### src/rtl/core/i2cst_pkg.sv
// Package for the I2C SCL timing search block.
// Holds field widths, datapath op codes, divide selects, status codes and the
// command/status structs shared by the controller and the datapath.
package i2cst_pkg;

    localparam int KP_W     = 10;
    localparam int TGT_W    = 20;
    localparam int CFG_IDX_W = 3;
    localparam int CFG_DAT_W = 13;
    localparam int T_W      = 12;
    localparam int Q_W      = 15;
    localparam int PER_W    = 23;
    localparam int SYNC_W   = 17;

    localparam logic [12:0] SCL_LOW_MIN_NS  = 13'd4700;
    localparam logic [12:0] SCL_HIGH_MIN_NS = 13'd4000;
    localparam logic [7:0]  COUNT_MAX       = 8'd255;
    localparam logic [3:0]  DELAY_MAX       = 4'd15;

    // configuration register indexes
    localparam logic [2:0] CFG_RISE  = 3'd0;
    localparam logic [2:0] CFG_FALL  = 3'd1;
    localparam logic [2:0] CFG_DVMAX = 3'd2;
    localparam logic [2:0] CFG_SETUP = 3'd3;
    localparam logic [2:0] CFG_HOLD  = 3'd4;
    localparam logic [2:0] CFG_AFMIN = 3'd5;
    localparam logic [2:0] CFG_AFMAX = 3'd6;
    localparam logic [2:0] CFG_DNF   = 3'd7;

    // datapath operations
    localparam logic [2:0] OP_NONE  = 3'd0;
    localparam logic [2:0] OP_LOAD  = 3'd1;
    localparam logic [2:0] OP_SETUP = 3'd2;
    localparam logic [2:0] OP_DIV   = 3'd3;
    localparam logic [2:0] OP_INIT  = 3'd4;
    localparam logic [2:0] OP_STEP  = 3'd5;
    localparam logic [2:0] OP_NEXTP = 3'd6;
    localparam logic [2:0] OP_FIN   = 3'd7;

    // divide selects
    localparam logic [2:0] SEL_LO   = 3'd0;
    localparam logic [2:0] SEL_HI   = 3'd1;
    localparam logic [2:0] SEL_SMIN = 3'd2;
    localparam logic [2:0] SEL_SMAX = 3'd3;
    localparam logic [2:0] SEL_CMIN = 3'd4;

    // result status
    localparam logic [1:0] ST_OK    = 2'd0;
    localparam logic [1:0] ST_NOACH = 2'd1;
    localparam logic [1:0] ST_SHORT = 2'd2;

    typedef struct packed {
        logic [2:0] op;
        logic [2:0] sel;
        logic [1:0] status;
    } t_cmd;

    typedef struct packed {
        logic div_done;
        logic kp_zero;
        logic cnt_big;
        logic too_long;
        logic per_short;
        logic both_full;
        logic smax_neg;
        logic delay_fail;
        logic p_zero;
    } t_stat;

endpackage

### src/rtl/core/i2cst_in_if.sv
// Request channel of the I2C SCL timing search block.
// Carries valid, ready and the request payload; uses i2cst_pkg widths.
interface i2cst_in_if;
    logic                       valid;
    logic                       ready;
    logic [i2cst_pkg::KP_W-1:0]  kernel_period_ns;
    logic [i2cst_pkg::TGT_W-1:0] target_scl_period_ns;

    modport source (output valid, kernel_period_ns, target_scl_period_ns, input ready);
    modport sink   (input valid, kernel_period_ns, target_scl_period_ns, output ready);
endinterface

### src/rtl/core/i2cst_out_if.sv
// Result channel of the I2C SCL timing search block.
// Carries valid, ready and the result payload; no package dependency.
interface i2cst_out_if;
    logic       valid;
    logic       ready;
    logic [1:0] status;
    logic [1:0] prescale;
    logic [7:0] low_count;
    logic [7:0] high_count;
    logic [3:0] sda_delay;
    logic [3:0] scl_delay;

    modport source (output valid, status, prescale, low_count, high_count, sda_delay,
                    scl_delay, input ready);
    modport sink   (input valid, status, prescale, low_count, high_count, sda_delay,
                    scl_delay, output ready);
endinterface

### src/rtl/core/i2cst_div.sv
// Restoring divider, one quotient bit per cycle.
// Depends on i2cst_pkg for operand widths.
module i2cst_div (
    input  logic                        i_clk,
    input  logic                        i_rst_n,
    input  logic                        i_start,
    input  logic [i2cst_pkg::Q_W-1:0]   i_dividend,
    input  logic [i2cst_pkg::T_W-1:0]   i_divisor,
    output logic [i2cst_pkg::Q_W-1:0]   o_quotient,
    output logic                        o_done
);
    import i2cst_pkg::*;

    logic [T_W-1:0] r_rem;
    logic [Q_W-1:0] r_quo;
    logic [T_W-1:0] r_dvs;
    logic [3:0]     r_cnt;
    logic           r_busy;
    logic           r_done;
    logic [T_W:0]   shifted;
    logic [T_W:0]   trial;
    logic           fits;

    // trial subtract of the shifted remainder
    always_comb begin
        shifted = {r_rem, r_quo[Q_W-1]};
        trial   = shifted - {1'b0, r_dvs};
        fits    = shifted >= {1'b0, r_dvs};
    end

    // control: run Q_W steps after start
    always_ff @(posedge i_clk) begin
        if (!i_rst_n) begin
            r_busy <= 1'b0;
            r_done <= 1'b0;
            r_cnt  <= '0;
        end else begin
            r_done <= 1'b0;
            if (i_start) begin
                r_busy <= 1'b1;
                r_cnt  <= '0;
            end else if (r_busy) begin
                r_cnt <= r_cnt + 4'd1;
                if (r_cnt == 4'(Q_W - 1)) begin
                    r_busy <= 1'b0;
                    r_done <= 1'b1;
                end
            end
        end
    end

    // datapath: shift in one quotient bit per step
    always_ff @(posedge i_clk) begin
        if (i_start) begin
            r_rem <= '0;
            r_quo <= i_dividend;
            r_dvs <= i_divisor;
        end else if (r_busy) begin
            r_rem <= fits ? trial[T_W-1:0] : shifted[T_W-1:0];
            r_quo <= {r_quo[Q_W-2:0], fits};
        end
    end

    assign o_quotient = r_quo;
    assign o_done     = r_done;
endmodule

### src/rtl/core/i2cst_datapath.sv
// Datapath of the I2C SCL timing search: configuration registers, count and
// period registers, delay bounds and result registers. Uses i2cst_pkg, i2cst_div.
module i2cst_datapath (
    input  logic                            i_clk,
    input  logic                            i_rst_n,
    input  logic                            i_cfg_we,
    input  logic [i2cst_pkg::CFG_IDX_W-1:0] i_cfg_idx,
    input  logic [i2cst_pkg::CFG_DAT_W-1:0] i_cfg_data,
    input  logic [i2cst_pkg::KP_W-1:0]      i_kp,
    input  logic [i2cst_pkg::TGT_W-1:0]     i_target,
    input  i2cst_pkg::t_cmd                 i_cmd,
    output i2cst_pkg::t_stat                o_stat,
    output logic [1:0]                      o_status,
    output logic [1:0]                      o_prescale,
    output logic [7:0]                      o_low_count,
    output logic [7:0]                      o_high_count,
    output logic [3:0]                      o_sda_delay,
    output logic [3:0]                      o_scl_delay
);
    import i2cst_pkg::*;

    // configuration
    logic [11:0] r_rise, r_fall, r_setup, r_hold;
    logic [12:0] r_dvmax;
    logic [9:0]  r_afmin, r_afmax;
    logic [3:0]  r_dnf;

    // work registers
    logic [KP_W-1:0]   r_kp;
    logic [TGT_W-1:0]  r_target;
    logic [1:0]        r_p;
    logic [T_W-1:0]    r_t;
    logic [SYNC_W-1:0] r_sync;
    logic [Q_W-1:0]    r_lo, r_hi, r_smin, r_smax, r_cmin;
    logic [PER_W-1:0]  r_per;
    logic              r_raise, r_lo_full, r_hi_full;

    // result registers
    logic [1:0] r_o_status, r_o_prescale;
    logic [7:0] r_o_low, r_o_high;
    logic [3:0] r_o_sda, r_o_scl;

    logic [14:0]        fall6, rise6;
    logic [30:0]        fall_prod, rise_prod;
    logic [14:0]        dnf3kp, dnf4kp;
    logic [SYNC_W-1:0]  n_sync;
    logic signed [16:0] num_smin, num_smax;
    logic [Q_W-1:0]     dividend;
    logic [Q_W-1:0]     quotient;
    logic               div_done;
    logic [3:0]         smax_cap;
    logic [Q_W-1:0]     cmin_adj;
    logic [7:0]         sda_sum, scl_sum;
    logic [15:0]        sda_prod, scl_prod;
    logic [9:0]         cnt_sum;

    // configuration writes
    always_ff @(posedge i_clk) begin
        if (!i_rst_n) begin
            r_rise  <= 12'd1000;
            r_fall  <= 12'd300;
            r_dvmax <= 13'd3450;
            r_setup <= 12'd250;
            r_hold  <= 12'd0;
            r_afmin <= 10'd50;
            r_afmax <= 10'd260;
            r_dnf   <= 4'd0;
        end else if (i_cfg_we) begin
            case (i_cfg_idx)
                CFG_RISE:  r_rise  <= i_cfg_data[11:0];
                CFG_FALL:  r_fall  <= i_cfg_data[11:0];
                CFG_DVMAX: r_dvmax <= i_cfg_data;
                CFG_SETUP: r_setup <= i_cfg_data[11:0];
                CFG_HOLD:  r_hold  <= i_cfg_data[11:0];
                CFG_AFMIN: r_afmin <= i_cfg_data[9:0];
                CFG_AFMAX: r_afmax <= i_cfg_data[9:0];
                CFG_DNF:   r_dnf   <= i_cfg_data[3:0];
                default: ;
            endcase
        end
    end

    // sync delays: x*6/10 by reciprocal multiply, exact for x below 43690
    always_comb begin
        fall6     = {3'b0, r_fall} * 15'd6;
        rise6     = {3'b0, r_rise} * 15'd6;
        fall_prod = {16'b0, fall6} * 31'd52429;
        rise_prod = {16'b0, rise6} * 31'd52429;
        dnf3kp    = ({11'b0, r_dnf} + 15'd3) * {5'b0, r_kp};
        dnf4kp    = ({11'b0, r_dnf} + 15'd4) * {5'b0, r_kp};
        n_sync    = SYNC_W'(fall_prod[30:19]) + SYNC_W'(rise_prod[30:19])
                  + SYNC_W'({r_afmax, 1'b0}) + SYNC_W'({dnf3kp, 1'b0});
    end

    // delay bound numerators
    always_comb begin
        num_smin = $signed({5'b0, r_fall}) + $signed({5'b0, r_hold})
                 - $signed({7'b0, r_afmin}) + $signed({2'b0, dnf3kp});
        num_smax = $signed({4'b0, r_dvmax}) - $signed({5'b0, r_rise})
                 - $signed({7'b0, r_afmax}) - $signed({2'b0, dnf4kp});
    end

    // pick the dividend for the requested quotient
    always_comb begin
        case (i_cmd.sel)
            SEL_LO:   dividend = Q_W'(SCL_LOW_MIN_NS);
            SEL_HI:   dividend = Q_W'(SCL_HIGH_MIN_NS);
            SEL_SMIN: dividend = (num_smin > 17'sd0) ? num_smin[Q_W-1:0] : '0;
            SEL_SMAX: dividend = num_smax[Q_W-1:0];
            SEL_CMIN: dividend = {2'b0, {1'b0, r_rise} + {1'b0, r_setup}};
            default:  dividend = '0;
        endcase
    end

    i2cst_div u_div (
        .i_clk      (i_clk),
        .i_rst_n    (i_rst_n),
        .i_start    (i_cmd.op == OP_DIV),
        .i_dividend (dividend),
        .i_divisor  (r_t),
        .o_quotient (quotient),
        .o_done     (div_done)
    );

    assign cnt_sum = {2'b0, r_lo[7:0]} + {2'b0, r_hi[7:0]};

    // search registers
    always_ff @(posedge i_clk) begin
        case (i_cmd.op)
            OP_LOAD: begin
                r_kp     <= i_kp;
                r_target <= i_target;
                r_p      <= 2'd3;
            end
            OP_SETUP: begin
                r_t       <= T_W'({2'b0, r_kp} * ({10'b0, r_p} + 12'd1));
                r_sync    <= n_sync;
                r_raise   <= 1'b1;
                r_lo_full <= 1'b0;
                r_hi_full <= 1'b0;
            end
            OP_INIT: begin
                r_per <= PER_W'(r_sync) + PER_W'({12'b0, cnt_sum} * {10'b0, r_t});
            end
            OP_STEP: begin
                r_raise <= !r_raise;
                if (r_raise) begin
                    if (r_lo[7:0] < COUNT_MAX) begin
                        r_lo  <= r_lo + Q_W'(1);
                        r_per <= r_per + PER_W'(r_t);
                    end else begin
                        r_lo_full <= 1'b1;
                    end
                end else begin
                    if (r_hi[7:0] < COUNT_MAX) begin
                        r_hi  <= r_hi + Q_W'(1);
                        r_per <= r_per + PER_W'(r_t);
                    end else begin
                        r_hi_full <= 1'b1;
                    end
                end
            end
            OP_NEXTP: begin
                r_p <= r_p - 2'd1;
            end
            default: ;
        endcase
        // store quotient when the divider finishes
        if (div_done) begin
            case (i_cmd.sel)
                SEL_LO:   r_lo   <= quotient;
                SEL_HI:   r_hi   <= quotient;
                SEL_SMIN: r_smin <= quotient;
                SEL_SMAX: r_smax <= quotient;
                SEL_CMIN: r_cmin <= quotient;
                default: ;
            endcase
        end
    end

    // delay placement 70/30; x/10 by *205>>11, exact for x below 1029
    always_comb begin
        smax_cap = (r_smax > Q_W'(DELAY_MAX)) ? DELAY_MAX : r_smax[3:0];
        cmin_adj = (r_cmin == '0) ? '0 : r_cmin - Q_W'(1);
        sda_sum  = 8'd7 * {4'b0, r_smin[3:0]} + 8'd3 * {4'b0, smax_cap};
        scl_sum  = 8'd7 * {4'b0, cmin_adj[3:0]} + 8'd45;
        sda_prod = {8'b0, sda_sum} * 16'd205;
        scl_prod = {8'b0, scl_sum} * 16'd205;
    end

    // status flags for the controller
    always_comb begin
        o_stat.div_done   = div_done;
        o_stat.kp_zero    = (r_kp == '0);
        o_stat.cnt_big    = (r_lo > Q_W'(COUNT_MAX)) || (r_hi > Q_W'(COUNT_MAX));
        o_stat.too_long   = r_per > PER_W'(r_target);
        o_stat.per_short  = r_per < PER_W'(r_target);
        o_stat.both_full  = r_lo_full && r_hi_full;
        o_stat.smax_neg   = num_smax < 17'sd0;
        o_stat.delay_fail = (r_smin > Q_W'(smax_cap)) || (cmin_adj > Q_W'(DELAY_MAX));
        o_stat.p_zero     = (r_p == 2'd0);
    end

    // result capture; failures report zero fields
    always_ff @(posedge i_clk) begin
        if (i_cmd.op == OP_FIN) begin
            r_o_status <= i_cmd.status;
            if (i_cmd.status == ST_OK) begin
                r_o_prescale <= r_p;
                r_o_low      <= r_lo[7:0];
                r_o_high     <= r_hi[7:0];
                r_o_sda      <= sda_prod[14:11];
                r_o_scl      <= scl_prod[14:11];
            end else begin
                r_o_prescale <= '0;
                r_o_low      <= '0;
                r_o_high     <= '0;
                r_o_sda      <= '0;
                r_o_scl      <= '0;
            end
        end
    end

    assign o_status     = r_o_status;
    assign o_prescale   = r_o_prescale;
    assign o_low_count  = r_o_low;
    assign o_high_count = r_o_high;
    assign o_sda_delay  = r_o_sda;
    assign o_scl_delay  = r_o_scl;
endmodule

### src/rtl/core/i2cst_ctrl.sv
// Controller of the I2C SCL timing search: sequences prescaler attempts,
// divides, the count raise loop and the result handshake. Uses i2cst_pkg.
module i2cst_ctrl (
    input  logic             i_clk,
    input  logic             i_rst_n,
    input  logic             i_req_valid,
    output logic             o_req_ready,
    output logic             o_rsp_valid,
    input  logic             i_rsp_ready,
    input  i2cst_pkg::t_stat i_stat,
    output i2cst_pkg::t_cmd  o_cmd
);
    import i2cst_pkg::*;

    localparam logic [3:0] S_IDLE  = 4'd0;
    localparam logic [3:0] S_CHK0  = 4'd1;
    localparam logic [3:0] S_SETUP = 4'd2;
    localparam logic [3:0] S_DIV   = 4'd3;
    localparam logic [3:0] S_WAIT  = 4'd4;
    localparam logic [3:0] S_CHKC  = 4'd5;
    localparam logic [3:0] S_CMP   = 4'd6;
    localparam logic [3:0] S_LOOP  = 4'd7;
    localparam logic [3:0] S_CHKD  = 4'd8;
    localparam logic [3:0] S_FAIL  = 4'd9;
    localparam logic [3:0] S_FIN   = 4'd10;

    logic [3:0] r_state, n_state;
    logic [2:0] r_sel, n_sel;
    logic [1:0] r_st, n_st;
    logic       r_rsp_valid;
    logic [2:0] op;
    logic       fin_load;

    // next state and datapath command
    always_comb begin
        n_state  = r_state;
        n_sel    = r_sel;
        n_st     = r_st;
        op       = OP_NONE;
        fin_load = 1'b0;
        case (r_state)
            S_IDLE: begin
                if (i_req_valid) begin
                    op      = OP_LOAD;
                    n_state = S_CHK0;
                end
            end
            S_CHK0: begin
                if (i_stat.kp_zero) begin
                    n_st    = ST_NOACH;
                    n_state = S_FIN;
                end else begin
                    n_state = S_SETUP;
                end
            end
            S_SETUP: begin
                op      = OP_SETUP;
                n_sel   = SEL_LO;
                n_state = S_DIV;
            end
            S_DIV: begin
                op      = OP_DIV;
                n_state = S_WAIT;
            end
            S_WAIT: begin
                if (i_stat.div_done) begin
                    case (r_sel)
                        SEL_LO: begin
                            n_sel   = SEL_HI;
                            n_state = S_DIV;
                        end
                        SEL_HI: n_state = S_CHKC;
                        SEL_SMIN: begin
                            if (i_stat.smax_neg) begin
                                n_st    = ST_NOACH;
                                n_state = S_FAIL;
                            end else begin
                                n_sel   = SEL_SMAX;
                                n_state = S_DIV;
                            end
                        end
                        SEL_SMAX: begin
                            n_sel   = SEL_CMIN;
                            n_state = S_DIV;
                        end
                        default: n_state = S_CHKD;
                    endcase
                end
            end
            S_CHKC: begin
                if (i_stat.cnt_big) begin
                    n_st    = ST_NOACH;
                    n_state = S_FAIL;
                end else begin
                    op      = OP_INIT;
                    n_state = S_CMP;
                end
            end
            S_CMP: begin
                if (i_stat.too_long) begin
                    n_st    = ST_SHORT;
                    n_state = S_FAIL;
                end else begin
                    n_state = S_LOOP;
                end
            end
            S_LOOP: begin
                if (i_stat.both_full) begin
                    n_st    = ST_NOACH;
                    n_state = S_FAIL;
                end else if (!i_stat.per_short) begin
                    n_sel   = SEL_SMIN;
                    n_state = S_DIV;
                end else begin
                    op = OP_STEP;
                end
            end
            S_CHKD: begin
                if (i_stat.delay_fail) begin
                    n_st    = ST_NOACH;
                    n_state = S_FAIL;
                end else begin
                    n_st    = ST_OK;
                    n_state = S_FIN;
                end
            end
            S_FAIL: begin
                if (i_stat.p_zero) begin
                    n_state = S_FIN;
                end else begin
                    op      = OP_NEXTP;
                    n_state = S_SETUP;
                end
            end
            S_FIN: begin
                if (!r_rsp_valid || i_rsp_ready) begin
                    op       = OP_FIN;
                    fin_load = 1'b1;
                    n_state  = S_IDLE;
                end
            end
            default: n_state = S_IDLE;
        endcase
    end

    // state and result valid
    always_ff @(posedge i_clk) begin
        if (!i_rst_n) begin
            r_state     <= S_IDLE;
            r_sel       <= SEL_LO;
            r_st        <= ST_OK;
            r_rsp_valid <= 1'b0;
        end else begin
            r_state <= n_state;
            r_sel   <= n_sel;
            r_st    <= n_st;
            if (fin_load) begin
                r_rsp_valid <= 1'b1;
            end else if (i_rsp_ready) begin
                r_rsp_valid <= 1'b0;
            end
        end
    end

    assign o_req_ready  = (r_state == S_IDLE);
    assign o_rsp_valid  = r_rsp_valid;
    assign o_cmd.op     = op;
    assign o_cmd.sel    = r_sel;
    assign o_cmd.status = r_st;
endmodule

### src/rtl/core/i2c_scl_timing_search.sv
// I2C SCL timing search, top level: controller plus datapath with divider.
// For each prescaler tried it runs two divides for the counts and three more
// for the delays, with the count raise loop between them; up to four
// prescalers are tried. One request at a time. Reset (synchronous, active low)
// idles the controller, clears result valid and loads the timing registers'
// defaults.
module i2c_scl_timing_search (
    input  logic                            i_clk,
    input  logic                            i_rst_n,
    input  logic                            i_cfg_we,
    input  logic [i2cst_pkg::CFG_IDX_W-1:0] i_cfg_idx,
    input  logic [i2cst_pkg::CFG_DAT_W-1:0] i_cfg_data,
    i2cst_in_if.sink                        i_req,
    i2cst_out_if.source                     o_rsp
);
    import i2cst_pkg::*;

    t_cmd  cmd;
    t_stat stat;

    i2cst_ctrl u_ctrl (
        .i_clk       (i_clk),
        .i_rst_n     (i_rst_n),
        .i_req_valid (i_req.valid),
        .o_req_ready (i_req.ready),
        .o_rsp_valid (o_rsp.valid),
        .i_rsp_ready (o_rsp.ready),
        .i_stat      (stat),
        .o_cmd       (cmd)
    );

    i2cst_datapath u_dp (
        .i_clk        (i_clk),
        .i_rst_n      (i_rst_n),
        .i_cfg_we     (i_cfg_we),
        .i_cfg_idx    (i_cfg_idx),
        .i_cfg_data   (i_cfg_data),
        .i_kp         (i_req.kernel_period_ns),
        .i_target     (i_req.target_scl_period_ns),
        .i_cmd        (cmd),
        .o_stat       (stat),
        .o_status     (o_rsp.status),
        .o_prescale   (o_rsp.prescale),
        .o_low_count  (o_rsp.low_count),
        .o_high_count (o_rsp.high_count),
        .o_sda_delay  (o_rsp.sda_delay),
        .o_scl_delay  (o_rsp.scl_delay)
    );
endmodule
### src/flat_wrapper.sv
// flat-port wrapper written by rule: the top's interface ports become plain ports
module i2c_scl_timing_search_flat import i2cst_pkg::*;
  (i_clk, i_rst_n, i_cfg_we, i_cfg_idx, i_cfg_data, i_req_valid, i_req_kernel_period_ns, i_req_target_scl_period_ns, i_req_ready, o_rsp_valid, o_rsp_status, o_rsp_prescale, o_rsp_low_count, o_rsp_high_count, o_rsp_sda_delay, o_rsp_scl_delay, o_rsp_ready);
  i2cst_in_if i_req_i ();
  i2cst_out_if o_rsp_i ();
  input  logic i_clk;
  input  logic i_rst_n;
  input  logic i_cfg_we;
  input  logic [i2cst_pkg::CFG_IDX_W-1:0] i_cfg_idx;
  input  logic [i2cst_pkg::CFG_DAT_W-1:0] i_cfg_data;
  input wire logic [$bits(i_req_i.valid)-1:0] i_req_valid;
  input wire logic [$bits(i_req_i.kernel_period_ns)-1:0] i_req_kernel_period_ns;
  input wire logic [$bits(i_req_i.target_scl_period_ns)-1:0] i_req_target_scl_period_ns;
  output wire logic [$bits(i_req_i.ready)-1:0] i_req_ready;
  output wire logic [$bits(o_rsp_i.valid)-1:0] o_rsp_valid;
  output wire logic [$bits(o_rsp_i.status)-1:0] o_rsp_status;
  output wire logic [$bits(o_rsp_i.prescale)-1:0] o_rsp_prescale;
  output wire logic [$bits(o_rsp_i.low_count)-1:0] o_rsp_low_count;
  output wire logic [$bits(o_rsp_i.high_count)-1:0] o_rsp_high_count;
  output wire logic [$bits(o_rsp_i.sda_delay)-1:0] o_rsp_sda_delay;
  output wire logic [$bits(o_rsp_i.scl_delay)-1:0] o_rsp_scl_delay;
  input wire logic [$bits(o_rsp_i.ready)-1:0] o_rsp_ready;
  assign i_req_i.valid = i_req_valid;
  assign i_req_i.kernel_period_ns = i_req_kernel_period_ns;
  assign i_req_i.target_scl_period_ns = i_req_target_scl_period_ns;
  assign i_req_ready = i_req_i.ready;
  assign o_rsp_valid = o_rsp_i.valid;
  assign o_rsp_status = o_rsp_i.status;
  assign o_rsp_prescale = o_rsp_i.prescale;
  assign o_rsp_low_count = o_rsp_i.low_count;
  assign o_rsp_high_count = o_rsp_i.high_count;
  assign o_rsp_sda_delay = o_rsp_i.sda_delay;
  assign o_rsp_scl_delay = o_rsp_i.scl_delay;
  assign o_rsp_i.ready = o_rsp_ready;
  i2c_scl_timing_search u_core (.i_clk(i_clk), .i_rst_n(i_rst_n), .i_cfg_we(i_cfg_we), .i_cfg_idx(i_cfg_idx), .i_cfg_data(i_cfg_data), .i_req(i_req_i), .o_rsp(o_rsp_i));
endmodule
### config.mk
export PLATFORM = sky130hd
export DESIGN_NAME = i2c_scl_timing_search_flat
export DESIGN_NICKNAME = d
export VERILOG_FILES = /design/src/rtl/core/i2cst_pkg.sv /design/src/rtl/core/i2cst_in_if.sv /design/src/rtl/core/i2cst_out_if.sv /design/src/rtl/core/i2cst_div.sv /design/src/rtl/core/i2cst_datapath.sv /design/src/rtl/core/i2cst_ctrl.sv /design/src/rtl/core/i2c_scl_timing_search.sv /design/src/flat_wrapper.sv
export SDC_FILE = /design/constraint.sdc
export NUM_CORES = 2
export LEC_CHECK = 0
export BUFFER_PORTS_ARGS = -buffer_cell sky130_fd_sc_hd__buf_2
export CAP_MARGIN = 20
export CORE_MARGIN = 2
export CORE_UTILIZATION = 50
export DETAILED_ROUTE_END_ITERATION = 6
export GPL_TIMING_DRIVEN = 1
export PLACE_DENSITY = 0.69
export REMOVE_ABC_BUFFERS = 1
export SETUP_SLACK_MARGIN = 0.4
export SKIP_CTS_REPAIR_TIMING = 1
export SYNTH_ARGS = -nofsm -noshare
export SYNTH_HDL_FRONTEND = slang
export SYNTH_HIERARCHICAL = 1
export SYNTH_SLANG_ARGS = --single-unit
export TNS_END_PERCENT = 1
### constraint.sdc
create_clock -name i_clk -period 17 [get_ports i_clk]
set_clock_uncertainty 0.05 [all_clocks]
set_input_delay 3.4 -clock i_clk [delete_from_list [all_inputs] [get_ports i_clk]]
set_output_delay 3.4 -clock i_clk [all_outputs]
set_load 0.1 [all_outputs]
# Yosys cells after proc, flatten, opt, wreduce, memory -nomap -nowiden
# Cells that the tools add are included.
[classes]
addsub = 24
n_mul = 13
order_cmp = 12
eq_ne = 49
n_mux = 72
bitwise = 2
reduce_logical = 40
[ops]
columns = ["operator", "count"]
rows = [
  ["$mux 15", 14],
  ["$pmux 15 s5", 1],
  ["$mux 23", 3],
  ["$mul 14x16->30 const B", 2],
  ["$pmux 23 s2", 1],
  ["$mux 4", 11],
  ["$pmux 4 s11", 1],
  ["$add 12x12->13", 3],
  ["$add 14x16->17", 2],
  ["$add 15x1->15 const B", 2],
  ["$gt 15x4->1 const B", 2],
  ["$gt 15x8->1 const B", 2],
  ["$mul 5x10->15", 2],
  ["$mul 8x8->15 const B", 2],
  ["$mul 12x2->14 const B", 2],
  ["$eq 3x3->1 const B", 9],
  ["$mux 3", 9],
  ["$add 23x12->23", 1],
  ["$gt 23x20->1", 1],
  ["$lt 23x20->1", 1],
  ["$add 17x21->22", 1],
  ["$reduce_and 2->1", 11],
  ["$mul 9x12->21", 1],
  ["$pmux 3 s7", 1],
  ["60 further kinds", 127],
]
[word_totals]
ff_bits = 330
inputBits = 51
elab_cells = 250

# Logic depth before layout (Yosys ltp)
[depth]
word_depth = 8
mapped_depth = 45

# Modules after synthesis
# Netlist, hierarchy kept.
[by_module_without_submodules]
columns = ["mod", "instances", "cells_each", "area_per_inst_um2", "seq_area_each_um2"]
rows = [
  ["i2cst_datapath", 1, 3684, 34180.3, 7106.8],
  ["i2cst_div", 1, 209, 2354.8, 1171.1],
  ["i2cst_ctrl", 1, 121, 927.1, 200.2],
]

# Least setup slack after synthesis
# OpenSTA, ideal clock, no wires.
[synth_timing]
path_kind = "register to register"
from = "reg u_core.u_dp.r_rise[0]"
to = "reg u_core.u_dp.r_sync[13], data pin"
setup_ns = 0.258
t_arrival_ns = 9.825
required_time_ns = 16.692
path_slack_ns = 6.868
stages_incl_launch_ff = 43
n_path_buf = 0
cell_sequence = "dfxtp_1 ha_1 fa_1 a21o_1 a21oi_1 o21bai_1 a21oi_1 o21bai_1 a21oi_1 o21bai_1 a21oi_1 o21bai_1 ha_1 fa_1 inv_1 fa_1 fa_1 inv_1 [... 7 more ...] a221o_1 a22o_1 o21ai_0 nand2b_1 xor2_1 fa_1 inv_1 fa_1 inv_1 ha_1 a21oi_1 nor2b_1 o21a_1 o41ai_1 o21ai_0 o21a_1 nor2_1 xnor2_1"
[synth_between]
elab_chain_len = 5
[synth_rtl]
columns = ["item", "line", "source"]
rows = [
  ["from (decl)", "i2cst_datapath.sv:23", "logic [11:0] r_rise, r_fall, r_setup, r_hold;"],
  ["from (signal assigned)", "i2cst_datapath.sv:70", "CFG_RISE: r_rise <= i_cfg_data[11:0];"],
  ["$mul 12x2->14", "i2cst_datapath.sv:86", "rise6 = {3'b0, r_rise} * 15'd6;"],
  ["$mul 14x16->30", "i2cst_datapath.sv:88", "rise_prod = {16'b0, rise6} * 31'd52429;"],
  ["$add 12x12->13", "i2cst_datapath.sv:91", "n_sync = SYNC_W'(fall_prod[30:19]) + SYNC_W'(rise_prod[30:19])"],
  ["$add 13x11->14", "i2cst_datapath.sv:92", "+ SYNC_W'({r_afmax, 1'b0}) + SYNC_W'({dnf3kp, 1'b0});"],
  ["$add 14x16->17", "i2cst_datapath.sv:92", ""],
  ["net u_core.u_dp.n_sync[13]", "i2cst_datapath.sv:46", "logic [SYNC_W-1:0] n_sync;"],
  ["to (signal assigned)", "i2cst_datapath.sv:137", "r_sync <= n_sync;"],
  ["to (decl)", "i2cst_datapath.sv:33", "logic [SYNC_W-1:0] r_sync;"],
]
# The timed path passes the listed nets, and every way through them passes these cells.
# A chain may end at the register's enable or synchronous reset.

# Worst setup path after layout
# Same ends and word-level chain as after synthesis.

==> impl_metrics.json <==
{
  "layout_common_cells": "679 x inv_1, 598 x ha_1, 427 x nand2_1",
  "grt_start_max_net_pins": 73,
  "worstSetupPathType": "reg2reg",
  "whs_ns": 0.413,
  "met1_usage": 0.308,
  "synth_cells": 4014,
  "grtUsageMet3": 0.0246,
  "synth-edff-count": 187,
  "track_usage": 0.227,
  "synth_flop_cell": "edfxtp_1",
  "hold_path_class": "reg2reg",
  "cts_tree": "built",
  "fp-row-count": 100,
  "synth_top_family_by_area": "adder cells",
  "drive_gt1_frac": 0.0609,
  "grt_pass1_vias": 26900,
  "post-dp-hpwl_mm": 70.2,
  "ys_warn_count": 6,
  "stdcell_count": 5063,
  "stdcell_area_um2": 40300,
  "outcome": "complete, no violations",
  "r2r_slack_ns": 5.82,
  "setup_viol": 0,
  "critPathArrivalTime_ns": 11.45,
  "tightest_slew_ns": 1.04,
  "synthesis.area_um2": 37500,
  "synth_area_per_cell_um2": 9.33,
  "clk_latency_ns": 0.60,
  "die-area_um2": 77100,
  "yosys.area_share.xor_xnor": 0.0535,
  "die_w_um": 278,
  "cts_buffer_depth": 3,
  "routabilityCongestion": 0.914,
  "grt_overflow": 0,
  "synthAdderAreaFrac": 0.377,
  "seq_area_frac_synth": 0.226,
  "path_depth": 42,
  "antenna_found_initial": 1,
  "numPortBuffers": 80,
  "cp-end-kind": "flop",
  "drcViolationCount": 0,
  "first_pass_iters": 5,
  "gr-usage-met2": 0.381,
  "htree_num_levels": 2,
  "dieHeight_um": 278,
  "cts_made_buffers": 41,
  "tns_ns": 0,
  "ant_nets": 0,
  "cpMostUsedCell": "fa_1",
  "routed_wl_mm": 87.1,
  "coreArea_um2": 74300,
  "ys_seq_elements": 330,
  "cp_max_fo": 11,
  "slowest_delay_ns": 0.58,
  "nNetsFinal": 5041,
  "async_flop_share": 0,
  "root_buffer": "clkbuf_16",
  "rsz0062_at_grt": "false",
  "io_pins": 81,
  "fin_crit_sh": 0.658,
  "worst_path_max_delay_cell": "fa_1",
  "drt-wirelength-per-cell_um": 17.2,
  "grt_pass1_wl_mm": 141,
  "clkSinkCount": 330,
  "final_common_cell": "inv_1",
  "num_vias": 27400,
  "drv.max_cap_violation_count": 0,
  "period_needed_ns": 11.18,
  "relSlewSlack": 0.301,
  "synth_top_area_frac": 0.200,
  "synth_cell_types": 94,
  "path_delay_family": "adder cells",
  "hold_violations": 0,
  "max_freq_mhz": 89.5,
  "synth-compound-area-share": 0.114,
  "rr_worst_depth": 42,
  "critPathLaunchType": "flop",
  "dr.first_iter.drc_count": 1553,
  "worstPathRequired_ns": 17.27,
  "hold_depth": 2,
  "start_util": 0.504,
  "synth_top_area_cell": "ha_1",
  "dp_cells": 4984,
  "crit_buf_inv": 6,
  "drv_slew": 0,
  "gr-max-usage-layer": "met2",
  "synth.area.top_cells": "ha_1 20%, fa_1 18%, edfxtp_1 15%, dfxtp_1 7.6%, inv_1 6.8%",
  "synthMuxAreaShare": 0.0123,
  "yosys.area_share.simple": 0.138,
  "synthToLayoutAreaGrowth_pct": 7.67,
  "postPlaceCellArea_um2": 38900,
  "routed_via_density": 5.42,
  "path_clk_slew_ns": 0.06
}
[routing by layer]
metal  share of wire  wire [um]
met4           0.029       2530
met5               0          0
met3           0.044       3870
met1            0.45      39600
met2            0.47      41100
[registers in the layout, summed over array words and instances, names as in the netlist, 12 cells and up]
register                      flops
u_core/u_dp/r_per                23
u_core/u_dp/r_rise               12
u_core/u_dp/r_t                  12
u_core/u_dp/r_cmin               15
u_core/u_dp/r_lo                 15
u_core/u_dp/r_target             20
u_core/u_dp/r_hi                 15
u_core/u_dp/r_fall               12
u_core/u_dp/r_setup              12
u_core/u_dp/r_sync               17
u_core/u_dp/u_div/r_dvs          12
u_core/u_dp/r_smin               15
u_core/u_dp/r_dvmax              13
u_core/u_dp/u_div/r_rem          12
u_core/u_dp/r_smax               15
u_core/u_dp/r_hold               12
u_core/u_dp/u_div/o_quotient     15
[area by class of cell]
class	count	area, um2
diodes	2	5.00
clock buffers	50	1120
clock inverters	25	298
fillers	6713	34000
inverters	680	2550
multi-input cells	2906	26100
flip-flops and latches	330	8480
well taps	969	1210
repair buffers	101	582
[cell usage after synthesis (19+ instances only)]
library cell	count
inv_1	679
and3_1	30
nor3_1	54
and2_1	92
fa_1	332
a21oi_1	154
nor2_1	165
mux2_2	25
nor2b_1	70
xor2_1	68
clkbuf_1	87
dfxtp_1	143
a31oi_1	19
ha_1	598
nand3_1	66
o21a_1	28
nand2_1	427
o21ai_0	114
xnor2_1	161
or2_2	20
a21o_1	64
edfxtp_1	187
nand4_1	22
nand2b_1	49
o21bai_1	31
a21boi_0	62
[cell families after synthesis]
kind of cell / count (synthesis)
mux: 43
xor+xnor: 229
compound gates: 634
simple gates: 1070
buf+inv: 778
flops: 330
fa+ha+maj: 930
[worst reg2reg max path: cells and delay by family (launching register included)]
family / cells / cell delay, ns
DFF: 1 / 0.52
adders and majority gates: 12 / 5.37
buffers and inverters: 6 / 0.35
and+or+nand+nor: 4 / 0.41
xor gates and xnor gates: 2 / 0.25
AOI/OAI and AO/OA: 18 / 3.97
[through the flow]
step / utilization / setup slack (ns)
6_report: 0.543 / 5.82
5_1_grt: 0.543 / 5.08
4_1_cts: 0.542 / 5.82
3_5_place_dp: 0.523 / 5.89
3_3_place_gp: 0.523 / 6.02
2_1_floorplan: - / 6.87
[worst paths after layout]
kind	from	end
worst max register to register	u_core/u_dp/r_rise[0]	u_core/u_dp/r_sync[13]
worst min register to register	u_core/u_dp/r_hold[1]	u_core/u_dp/r_hold[1]
worst min-delay path	u_core/u_dp/r_hold[1]	u_core/u_dp/r_hold[1]
worst max-delay path	u_core/u_dp/r_rise[0]	u_core/u_dp/r_sync[13]
Power is left out: the tool's default activity adds up to more than one toggle a clock period on the data nets, which glitch-free logic cannot reach.
